$ cat src/rtl/per_key_online_regression_slope_defines.svh
// Assertion macros for the per-key regression slope block.
// Used by the top level only; expects signals named clock and reset in scope.
`ifndef PER_KEY_ONLINE_REGRESSION_SLOPE_DEFINES_SVH
`define PER_KEY_ONLINE_REGRESSION_SLOPE_DEFINES_SVH

// Same-cycle implication, disabled during reset.
`define PKORS_ASSERT_IMPL(lbl, ante, cons) \
   lbl: assert property (@(posedge clock) disable iff (reset) (ante) |-> (cons)) \
      else $error("pkors assertion failed");

// Next-cycle implication, disabled during reset.
`define PKORS_ASSERT_NEXT(lbl, ante, cons) \
   lbl: assert property (@(posedge clock) disable iff (reset) (ante) |=> (cons)) \
      else $error("pkors assertion failed");

`endif

$ cat src/rtl/pkors_alu.sv
// Shared add/subtract unit with unsigned no-borrow flag.
// No dependencies.
`timescale 1ns / 1ps
`default_nettype none

module pkors_alu #(
   parameter int WIDTH = 96
) (
   input  wire logic [WIDTH-1:0] a,
   input  wire logic [WIDTH-1:0] b,
   input  wire logic             sub,
   output logic      [WIDTH-1:0] sum,
   output logic                  carry
);

   logic [WIDTH:0] full;

   // a + b, or a - b as a + ~b + 1; carry set on subtract means a >= b
   assign full  = {1'b0, a} + {1'b0, (sub ? ~b : b)} + {{WIDTH{1'b0}}, sub};
   assign sum   = full[WIDTH-1:0];
   assign carry = full[WIDTH];

endmodule

`default_nettype wire

$ cat config.mk
export PLATFORM = sky130hd
export DESIGN_NAME = pkors_alu
export DESIGN_NICKNAME = d
export VERILOG_FILES = /design/src/rtl/per_key_online_regression_slope_defines.svh /design/src/rtl/pkors_alu.sv
export SDC_FILE = /design/constraint.sdc
export NUM_CORES = 1
export LEC_CHECK = 0
export BUFFER_PORTS_ARGS = -buffer_cell sky130_fd_sc_hd__buf_2
export CAP_MARGIN = 10
export CORE_UTILIZATION = 45
export DETAILED_ROUTE_END_ITERATION = 10
export PLACE_DENSITY = 0.79
export SLEW_MARGIN = 20
export SYNTH_ARGS = -nofsm -noshare
export SYNTH_HDL_FRONTEND = slang
export SYNTH_SLANG_ARGS = --single-unit
export TNS_END_PERCENT = 100
$ cat constraint.sdc
create_clock -name vclk -period 4.3
set_input_delay 0.645 -clock vclk [all_inputs]
set_output_delay 0.645 -clock vclk [all_outputs]
set_load 0.01 [all_outputs]
==> impl_metrics.json, run 1 <==
{
  "status": "finished with violations",
  "failed_checks": "setup timing",
  "post-route-min-period_ns": 4.700,
  "dp.final_hpwl_um": 25220,
  "detailedRoute.firstPassIterationCount": 9,
  "max_freq_ghz": 0.2128,
  "synth.top_cell.area_share_pct": 18.04,
  "synthToLayoutAreaGrowth_pct": 79.51,
  "hold_path_class": "input port to primary output",
  "drtIter0Drc": 1331,
  "floorplan.initialDensity_pct": 46.08,
  "relative_slew_slack_pct": 55.85,
  "regArea_um2": 0,
  "worst-endpoint-required_ns": 3.65,
  "crit_path_top_delay_cell": "ha_1",
  "fin_ws_ns": -0.4000,
  "timing.final.hold_violations": 0,
  "synth.cells.most_frequent": "a21oi_1 (144), xor2_1 (126), ha_1 (101), nand2_1 (94), nor2_1 (67)",
  "ant_nets": 0,
  "slowest_delay_ns": 0.37,
  "final-max-slew-violation-count": 0,
  "share_of_cells_above_drive_strength_1_pct": 50.40,
  "die_width_um": 126.8,
  "syn_area_mm2": 0.007005,
  "crit_arrival_ns": 4.06,
  "critPathLaunchType": "input port",
  "timing.setup.critical_path_class": "input port to primary output",
  "place.gp.congestion": 0.9476,
  "clock_buffer_count": 0,
  "grt_antenna_before_repair": 5,
  "grt_setup_unrepaired": "yes",
  "pin_count": 290,
  "grt_start_max_net_pins": 17,
  "cp_endpoint_kind": "primary output",
  "yosys_warnings": 0,
  "finalSetupTns_ns": -8.104,
  "flops_and_latches": 0,
  "wl_per_cell_um": 20.41,
  "globalRouteTotalUtil_pct": 37.65,
  "most_repeated_library_cell_on_the_critical_path": "a21oi_1",
  "post_synth_num_cell_types": 67,
  "synth.top_cells.by_area": "ha_1 (18%), xor2_1 (16%), a21oi_1 (10%)",
  "number_of_max_cap_violations": 0,
  "cp_top_family": "compound AO/OA/AOI/OAI gates",
  "finalWirelength_um": 37500,
  "drcViolationCount": 0,
  "vias_cell": 6.173,
  "die_h_um": 126.8,
  "synth.avg_cell_area_um2": 6.769,
  "synthesized_nets": 1330,
  "seq_area_frac_synth_pct": 0,
  "count_of_mapped_cells_out_of_synthesis": 1035,
  "route.vias.total": 11340,
  "first_global_vias": 10200,
  "floorplan.die_area_mm2": 0.01607,
  "setup_viol": 54,
  "p_leak_nw": 6.284,
  "cells_along_the_critical_path": "buf_16 -> buf_12 -> buf_6 -> xor2_1 -> ha_1 -> a21oi_1 -> o21ai_0 -> a21o_1 -> o311a_1 -> o2111ai_2 -> o21ai_2 -> buf_4 -> a21oi_1 -> nor3_1 -> nor2_1 -> xnor2_1 -> buf_2",
  "port_buffers": 290,
  "grt_remaining_overflow": 0,
  "timing.final.crit_share_pct": 109.3,
  "synth.largest_area_cell": "ha_1",
  "final_net_count": 1940,
  "synth_most_common_cell": "a21oi_1",
  "grt_pass1_wl_um": 49270,
  "cellPowerDensity_mw_per_mm2": 266.5,
  "timing.critical_path.fanout_max": 7,
  "pin_slew_with_the_least_headroom_to_its_limit_ns": 0.6598,
  "floorplan.core_area_mm2": 0.01520,
  "critical_path.n_buffers_inverters": 5,
  "number_of_core_rows": 45,
  "holdWs_ns": 1.627,
  "irDropWorstVdd_mv": 0.1699
}
-- timing repair --
| action | CTS | global route |
|---|---|---|
| resized for setup | 107 | 138 |
| endpoints found under the setup margin | 49 | 49 |
| hold buffers | 0 | 0 |
| pin swaps | 37 | 63 |
| setup buffers | 35 | 20 |
| cloned | 4 | 0 |
-- routing by layer --
metal | share of wire, % | vias up | global-route usage (%)
met3 | 11 | 305 | 5.272
met1 | 36 | 5092 | 44.22
met5 | 0.059 | - | 0
li1 | - | 4970 | -
met4 | 6.8 | 4 | 13.94
met2 | 47 | 969 | 69.16
-- logic make-up after synthesis --
logic type,count (synthesis),share of synthesized area [%]
AO/OA/AOI/OAI,370,33.38
AND/OR/NAND/NOR,271,18.72
XOR/XNOR,188,23.50
adder cells (fa/ha/maj),102,18.32
buffers and inverters,101,5.644
multiplexers,3,0.4287
-- cell type report --
type                       count  area, µm²
timing repair buffer         664       4519
multi-input combinational    934       7637
antenna                        6      15.01
inverter                      45      168.9
fill                         931       2626
tap                          188      235.2
-- metrics by stage --
stage	utilization, %	cell area [µm²]	setup WS [ns]	total power (W)	cells
4_1_cts	77.24	11740	-0.06311	0.002952	1812
3_5_place_dp	71.56	10880	-0.3581	0.002756	1774
3_3_place_gp	71.56	10880	-0.3319	0.002729	1774
6_report	82.72	12580	-0.4000	0.003351	1837
5_1_grt	82.64	12560	-0.4927	0.003525	1832
2_1_floorplan	-	7044	-0.02284	0.001439	1035
-- worst paths after layout --
path / startpoint / to / slack [ns] / cells after the start
worst max-delay path: sub / sum[65] / -0.40 / 17
worst min-delay path: a[0] / sum[0] / 1.63 / 3
-- cells in the final DEF (no fill, tap or decap), drive strengths merged, types with 4 or more instances in the layout --
master	Yosys	routed
nor4	6	6
nand2b	6	6
nand4	48	48
o41ai	4	4
o31ai	6	6
nor2	67	67
a21boi	8	8
xnor2	62	62
nor3	14	14
o21ai	70	70
nand3	8	8
a211o	4	4
o211ai	8	8
ha	101	101
and4	4	4
xor2	126	126
buf	8	663
a21oi	145	145
nand2	95	95
a211oi	10	10
or3	5	5
o21bai	36	36
and2	4	4
inv	45	45
o21a	14	14
diode	0	6
a31oi	10	10
nor2b	5	5
a21o	33	33
-- power by group --
group	leakage [nW]	switching (W)	internal, W
logic	6.28	0.00178	0.00157
clock network	0.0000380	0	0.000000000187
registers	0	0	0
total	6.28	0.00178	0.00157
(Power assumes the default switching activity.)
==> run 2, diff against run 1 <==
Settings changed: CELL_PAD_IN_SITES_DETAIL_PLACEMENT set to 1, CELL_PAD_IN_SITES_GLOBAL_PLACEMENT set to 1, CORE_UTILIZATION 45 to 32, PLACE_DENSITY 0.79 to unset, PLACE_DENSITY_LB_ADDON set to 0.1.
==> impl_metrics.json, run 2 (synthesis results as in run 1) <==
{
  "vias_cell": 5.379,
  "design_area_mm2": 0.01244,
  "grt_setup_unrepaired": "yes",
  "grt_antenna_before_repair": 4,
  "flops_and_latches": 0,
  "cellPowerDensity_mw_per_mm2": 262.5,
  "crit_arrival_ns": 3.86,
  "pin_slew_with_the_least_headroom_to_its_limit_ns": 0.6627,
  "synthToLayoutAreaGrowth_pct": 77.57,
  "p_leak_nw": 6.238,
  "timing.critical_path.fanout_max": 8,
  "drtIter0Drc": 307,
  "mostFrequentLayoutCell": "buf_4",
  "place.gp.congestion": 0.8930,
  "cell_internal_power_dissipation_w": 0.001557,
  "standard_cell_area_after_detailed_placement_mm2": 0.01103,
  "final_net_count": 1930,
  "post-route-min-period_ns": 4.507,
  "netSwitchingFraction_pct": 52.31,
  "combinationalPowerShare_pct": 100.0,
  "min-delay-start": "a[0]",
  "regArea_um2": 0,
  "first_global_vias": 10500,
  "globalRouteTotalUtil_pct": 28.20,
  "timing.final.crit_share_pct": 104.8,
  "setup_viol": 32,
  "share_of_cells_above_drive_strength_1_pct": 49.60,
  "fin_ws_ns": -0.2071,
  "grt_start_max_net_pins": 19,
  "die_width_um": 150.0,
  "cp_endpoint_kind": "primary output",
  "floorplan.core_area_mm2": 0.02122,
  "clock_buffer_count": 0,
  "floorplan.initialDensity_pct": 33.01,
  "finalWirelength_um": 35900,
  "holdWs_ns": 1.584,
  "die_h_um": 150.0,
  "worst_hold_path_stage_count": 3,
  "floorplan.die_area_mm2": 0.02249,
  "netSwitchingPower_w": 0.001708,
  "power_frac_seq_pct": 0,
  "failed_checks": "setup timing",
  "critPathLaunchType": "input port",
  "grt_remaining_overflow": 0,
  "fin_cells": 1909,
  "drcViolationCount": 0,
  "hold_path_class": "input port to primary output",
  "route.vias.total": 10270,
  "timing.setup.critical_path_class": "input port to primary output",
  "final-max-slew-violation-count": 0,
  "worst-endpoint-required_ns": 3.65,
  "port_buffers": 290,
  "power.clock.fraction_pct": 0,
  "grt_pass1_wl_um": 51160,
  "ant_nets": 0,
  "number_of_core_rows": 53,
  "detailedRoute.firstPassIterationCount": 5,
  "wl_per_cell_um": 18.80,
  "relative_slew_slack_pct": 55.66,
  "mostFrequentLayoutCells": "buf_4 (346), buf_2 (288), xor2_1 (114)",
  "number_of_max_cap_violations": 0,
  "pin_count": 290,
  "status": "finished with violations",
  "irDropWorstVdd_mv": 0.1214,
  "max_freq_ghz": 0.2219,
  "timing.final.hold_violations": 0,
  "dp.final_hpwl_um": 28030,
  "dpl_worst_slack_ns": -0.6636,
  "postLayoutCoreUtil_pct": 58.62,
  "dp_cells": 1867,
  "whs_endpoint": "sum[0]"
}
==> run 2: layout make-up <==
class / count / area [µm²]
Tap cell: 275 / 344.1
Timing Repair Buffer: 654 / 4335
Inverter: 45 / 168.9
Multi-Input combinational cell: 934 / 7589
Antenna cell: 1 / 2.502
Fill cell: 2790 / 8781
==> run 2: critical path, cell delays in order <==
cell and delay (ns):
buf_16 0.13, buf_12 0.15, xor2_2 0.21, ha_1 0.38, nand4_4 0.11, or3_4 0.44, nor4b_4 0.27, o311a_4 0.28
o2111ai_2 0.11, o21ai_2 0.14, a21boi_4 0.12, buf_6 0.14, buf_4 0.11, buf_4 0.15, o21ai_2 0.12, xor2_1 0.16
buf_2 0.17
==> run 2: layer usage <==
metal,up-vias,wire (µm),global-route usage [%]
met5,-,20,0
met4,4,1149,6.566
met3,85,1690,2.256
met2,342,18160,52.45
met1,4920,14880,34.70
li1,4918,-,-
==> run 2: through the flow <==
stage	power [W]	setup TNS [ns]
2_1_floorplan	0.001439	-0.02284
3_3_place_gp	0.002751	-14.50
3_5_place_dp	0.002808	-16.86
4_1_cts	0.003000	-1.079
5_1_grt	0.003482	-7.155
6_report	0.003265	-2.389
==> run 2: worst max-delay path by stage <==
stage	startpoint	end	cells after the start
2_1_floorplan	sub	sum[93]	15
3_3_place_gp	sub	sum[94]	18
3_5_place_dp	sub	sum[94]	18
4_1_cts	sub	sum[89]	16
5_1_grt	sub	sum[94]	17
6_report	sub	sum[69]	17
==> run 2: power by group through the flow <==
stage               logic, W  clock network [W]  registers (W)
floorplan            0.00144                  0              0
global placement     0.00275                  0              0
detailed placement   0.00281                  0              0
CTS                  0.00300                  0              0
global route         0.00348    0.0000000000311              0
finish               0.00327    0.0000000000312              0
==> run 2: timing repair <==
action | CTS | global route
cloned | 1 | 0
resized for setup | 116 | 102
hold buffers | 0 | 0
setup buffers | 24 | 23
pin swaps | 61 | 64
setup endpoints to repair | 57 | 49
==> run 3, diff against run 2 <==
Settings changed: ABC_AREA set to 1.
Clock period 4.3 ns to 3.84 ns, I/O delays scaled along.
==> impl_metrics.json, run 3 <==
{
  "max_freq_ghz": 0.2633,
  "vias_cell": 4.861,
  "port_buffers": 290,
  "num-fill-cells": 5028,
  "yosys_warnings": 0,
  "status": "finished, final reports clean",
  "crit_path_top_delay_cell": "ha_1",
  "die_h_um": 185.5,
  "final_net_count": 2909,
  "drcViolationCount": 0,
  "power_frac_seq_pct": 0,
  "finalWirelength_um": 59290,
  "standard_cell_area_after_detailed_placement_mm2": 0.01369,
  "netSwitchingFraction_pct": 64.02,
  "synth.largest_area_cell": "nand2_1",
  "whs_endpoint": "sum[0]",
  "p_leak_nw": 8.838,
  "critical_path.n_buffers_inverters": 5,
  "timing.final.hold_violations": 0,
  "slowest_delay_ns": 0.40,
  "final-max-slew-violation-count": 0,
  "mostFrequentLayoutCell": "nand2_1",
  "cell_internal_power_dissipation_w": 0.001273,
  "setup.worst_path.start": "sub",
  "cellPowerDensity_mw_per_mm2": 250.6,
  "grt-busiest-layer": "met2",
  "synthesized_nets": 2500,
  "grt_start_max_net_pins": 38,
  "clock_buffer_count": 0,
  "worst-endpoint-required_ns": 3.26,
  "synth.top_cells.by_area": "nand2_1 (32%), inv_1 (17%), xor2_1 (12%)",
  "postLayoutCoreUtil_pct": 42.95,
  "die_width_um": 185.5,
  "route.vias.total": 14860,
  "synth.top_cell.area_share_pct": 31.73,
  "hold_path_class": "input port to primary output",
  "seq_area_frac_synth_pct": 0,
  "design_area_mm2": 0.01412,
  "worst_hold_path_stage_count": 3,
  "gr-usage-met1_pct": 48.31,
  "ant_nets": 0,
  "grt_setup_unrepaired": "yes",
  "syn_area_mm2": 0.01078,
  "combinationalPowerShare_pct": 100.0,
  "flops_and_latches": 0,
  "share_of_cells_above_drive_strength_1_pct": 23.55,
  "regArea_um2": 0,
  "synth.cells.most_frequent": "nand2_1 (911), inv_1 (489), nor2_1 (178), xor2_1 (151), ha_1 (101)",
  "cells_along_the_critical_path": "buf_6 -> buf_12 -> buf_4 -> xor2_1 -> ha_1 -> nand2_1 -> nor2_2 -> nand2_1 -> inv_1 -> nand4_1 -> nand3b_1 -> nand2_1 -> nand2_2 -> xor2_2 -> buf_2",
  "pin_slew_with_the_least_headroom_to_its_limit_ns": 0.4162,
  "timing.setup.critical_path_class": "input port to primary output",
  "first_global_vias": 14820,
  "number_of_core_rows": 66,
  "drtIter0Drc": 949,
  "power.clock.fraction_pct": 0,
  "number_of_max_cap_violations": 0,
  "grt_pass1_wl_um": 85040,
  "floorplan.initialDensity_pct": 32.79,
  "synthToLayoutAreaGrowth_pct": 31.00,
  "mostFrequentLayoutCells": "nand2_1 (893), inv_1 (489), buf_2 (289)",
  "detailedRoute.firstPassIterationCount": 5,
  "grt_remaining_overflow": 0,
  "relative_slew_slack_pct": 71.96,
  "globalRouteMet2Util_pct": 53.65,
  "cp_top_family": "simple AND/OR/NAND/NOR gates",
  "globalRouteTotalUtil_pct": 33.38,
  "cp_endpoint_kind": "primary output",
  "count_of_mapped_cells_out_of_synthesis": 2205,
  "grt.met3_usage_pct": 1.859,
  "irDropWorstVdd_mv": 0.1027,
  "synth_most_common_cell": "nand2_1",
  "setup_viol": 0,
  "critPathLaunchType": "input port",
  "finalSetupTns_ns": 0,
  "post-route-min-period_ns": 3.798,
  "pin_count": 290,
  "min-delay-start": "a[0]",
  "synth.avg_cell_area_um2": 4.887,
  "floorplan.core_area_mm2": 0.03287,
  "post_synth_num_cell_types": 30,
  "crit_arrival_ns": 3.22,
  "most_repeated_library_cell_on_the_critical_path": "nand2_1",
  "floorplan.die_area_mm2": 0.03441,
  "wl_per_cell_um": 19.40,
  "holdBufCountCts": 0,
  "timing.critical_path.fanout_max": 13,
  "grt_antenna_before_repair": 2,
  "place.gp.congestion": 1.021,
  "netSwitchingPower_w": 0.002265,
  "multiInputGateArea_mm2": 0.009151,
  "dp.final_hpwl_um": 54050,
  "timing.final.crit_share_pct": 98.89
}
## run 3: cell count changes after synthesis, sizes merged, moves of 50 or more
| cell | previous run | this run |
|---|---|---|
| xnor2 | 62 | 3 |
| nand2 | 95 | 938 |
| inv | 45 | 505 |
| nand3 | 8 | 80 |
| nor2 | 67 | 223 |
| a21oi | 145 | 85 |
| o21ai | 70 | 20 |
## run 3: power groups by stage
stage	Sequential (W)	Combinational, W	Clock (W)
floorplan	0	0.00187	0
global placement	0	0.00332	0
detailed placement	0	0.00336	0
CTS	0	0.00338	0
global route	0	0.00384	0.0000000000698
finish	0	0.00354	0.0000000000699
## run 3: how the worst max path moves through the flow
stage	slack [ns]	cells after the start	to
2_1_floorplan	0.64	14	sum[57]
3_3_place_gp	-0.16	15	sum[36]
3_5_place_dp	-0.10	15	sum[36]
4_1_cts	0.01	16	sum[87]
5_1_grt	-0.04	18	sum[70]
6_report	0.04	15	sum[36]
## run 3: stage by stage
| step | total power (W) | cells | hold WS, ns | setup WS (ns) |
|---|---|---|---|---|
| floorplan | 0.001869 | 2205 | 1.228 | 0.6431 |
| global placement | 0.003321 | 3048 | 1.430 | -0.1593 |
| detailed placement | 0.003362 | 3048 | 1.434 | -0.1032 |
| CTS | 0.003382 | 3048 | 1.434 | 0.01403 |
| global route | 0.003841 | 3056 | 1.456 | -0.03860 |
| finish | 0.003538 | 3056 | 1.435 | 0.04250 |
## run 3: cell families after synthesis
family / count (synthesis) / share of synthesized area (%)
simple gates: 1304 / 50.92
buf+inv: 516 / 18.10
xor+xnor: 154 / 12.52
compound gates: 129 / 6.549
fa+ha+maj: 102 / 11.91
## run 3: what timing repair did
item                                    CTS  global route
pin swaps                                 0             4
gates resized for setup                   4            99
endpoints found under the setup margin    3            53
gates cloned                              0             2
endpoints found under the hold margin     0             0
setup buffers                             0             4
## run 3: routing by layer
layer	vias up	part of all wire, %	wire (µm)
li1	7341	-	-
met1	7045	48	28750
met2	407	44	25920
met3	62	5.4	3173
met4	0	2.4	1447
met5	-	0	0
## run 3: final cells by class
cell class / count / share of cell area [%]
multi-input combinational: 1689 / 64.83
timing repair buffer: 418 / 17.79
inverter: 505 / 13.43
tap: 442 / 3.918
antenna: 2 / 0.03545
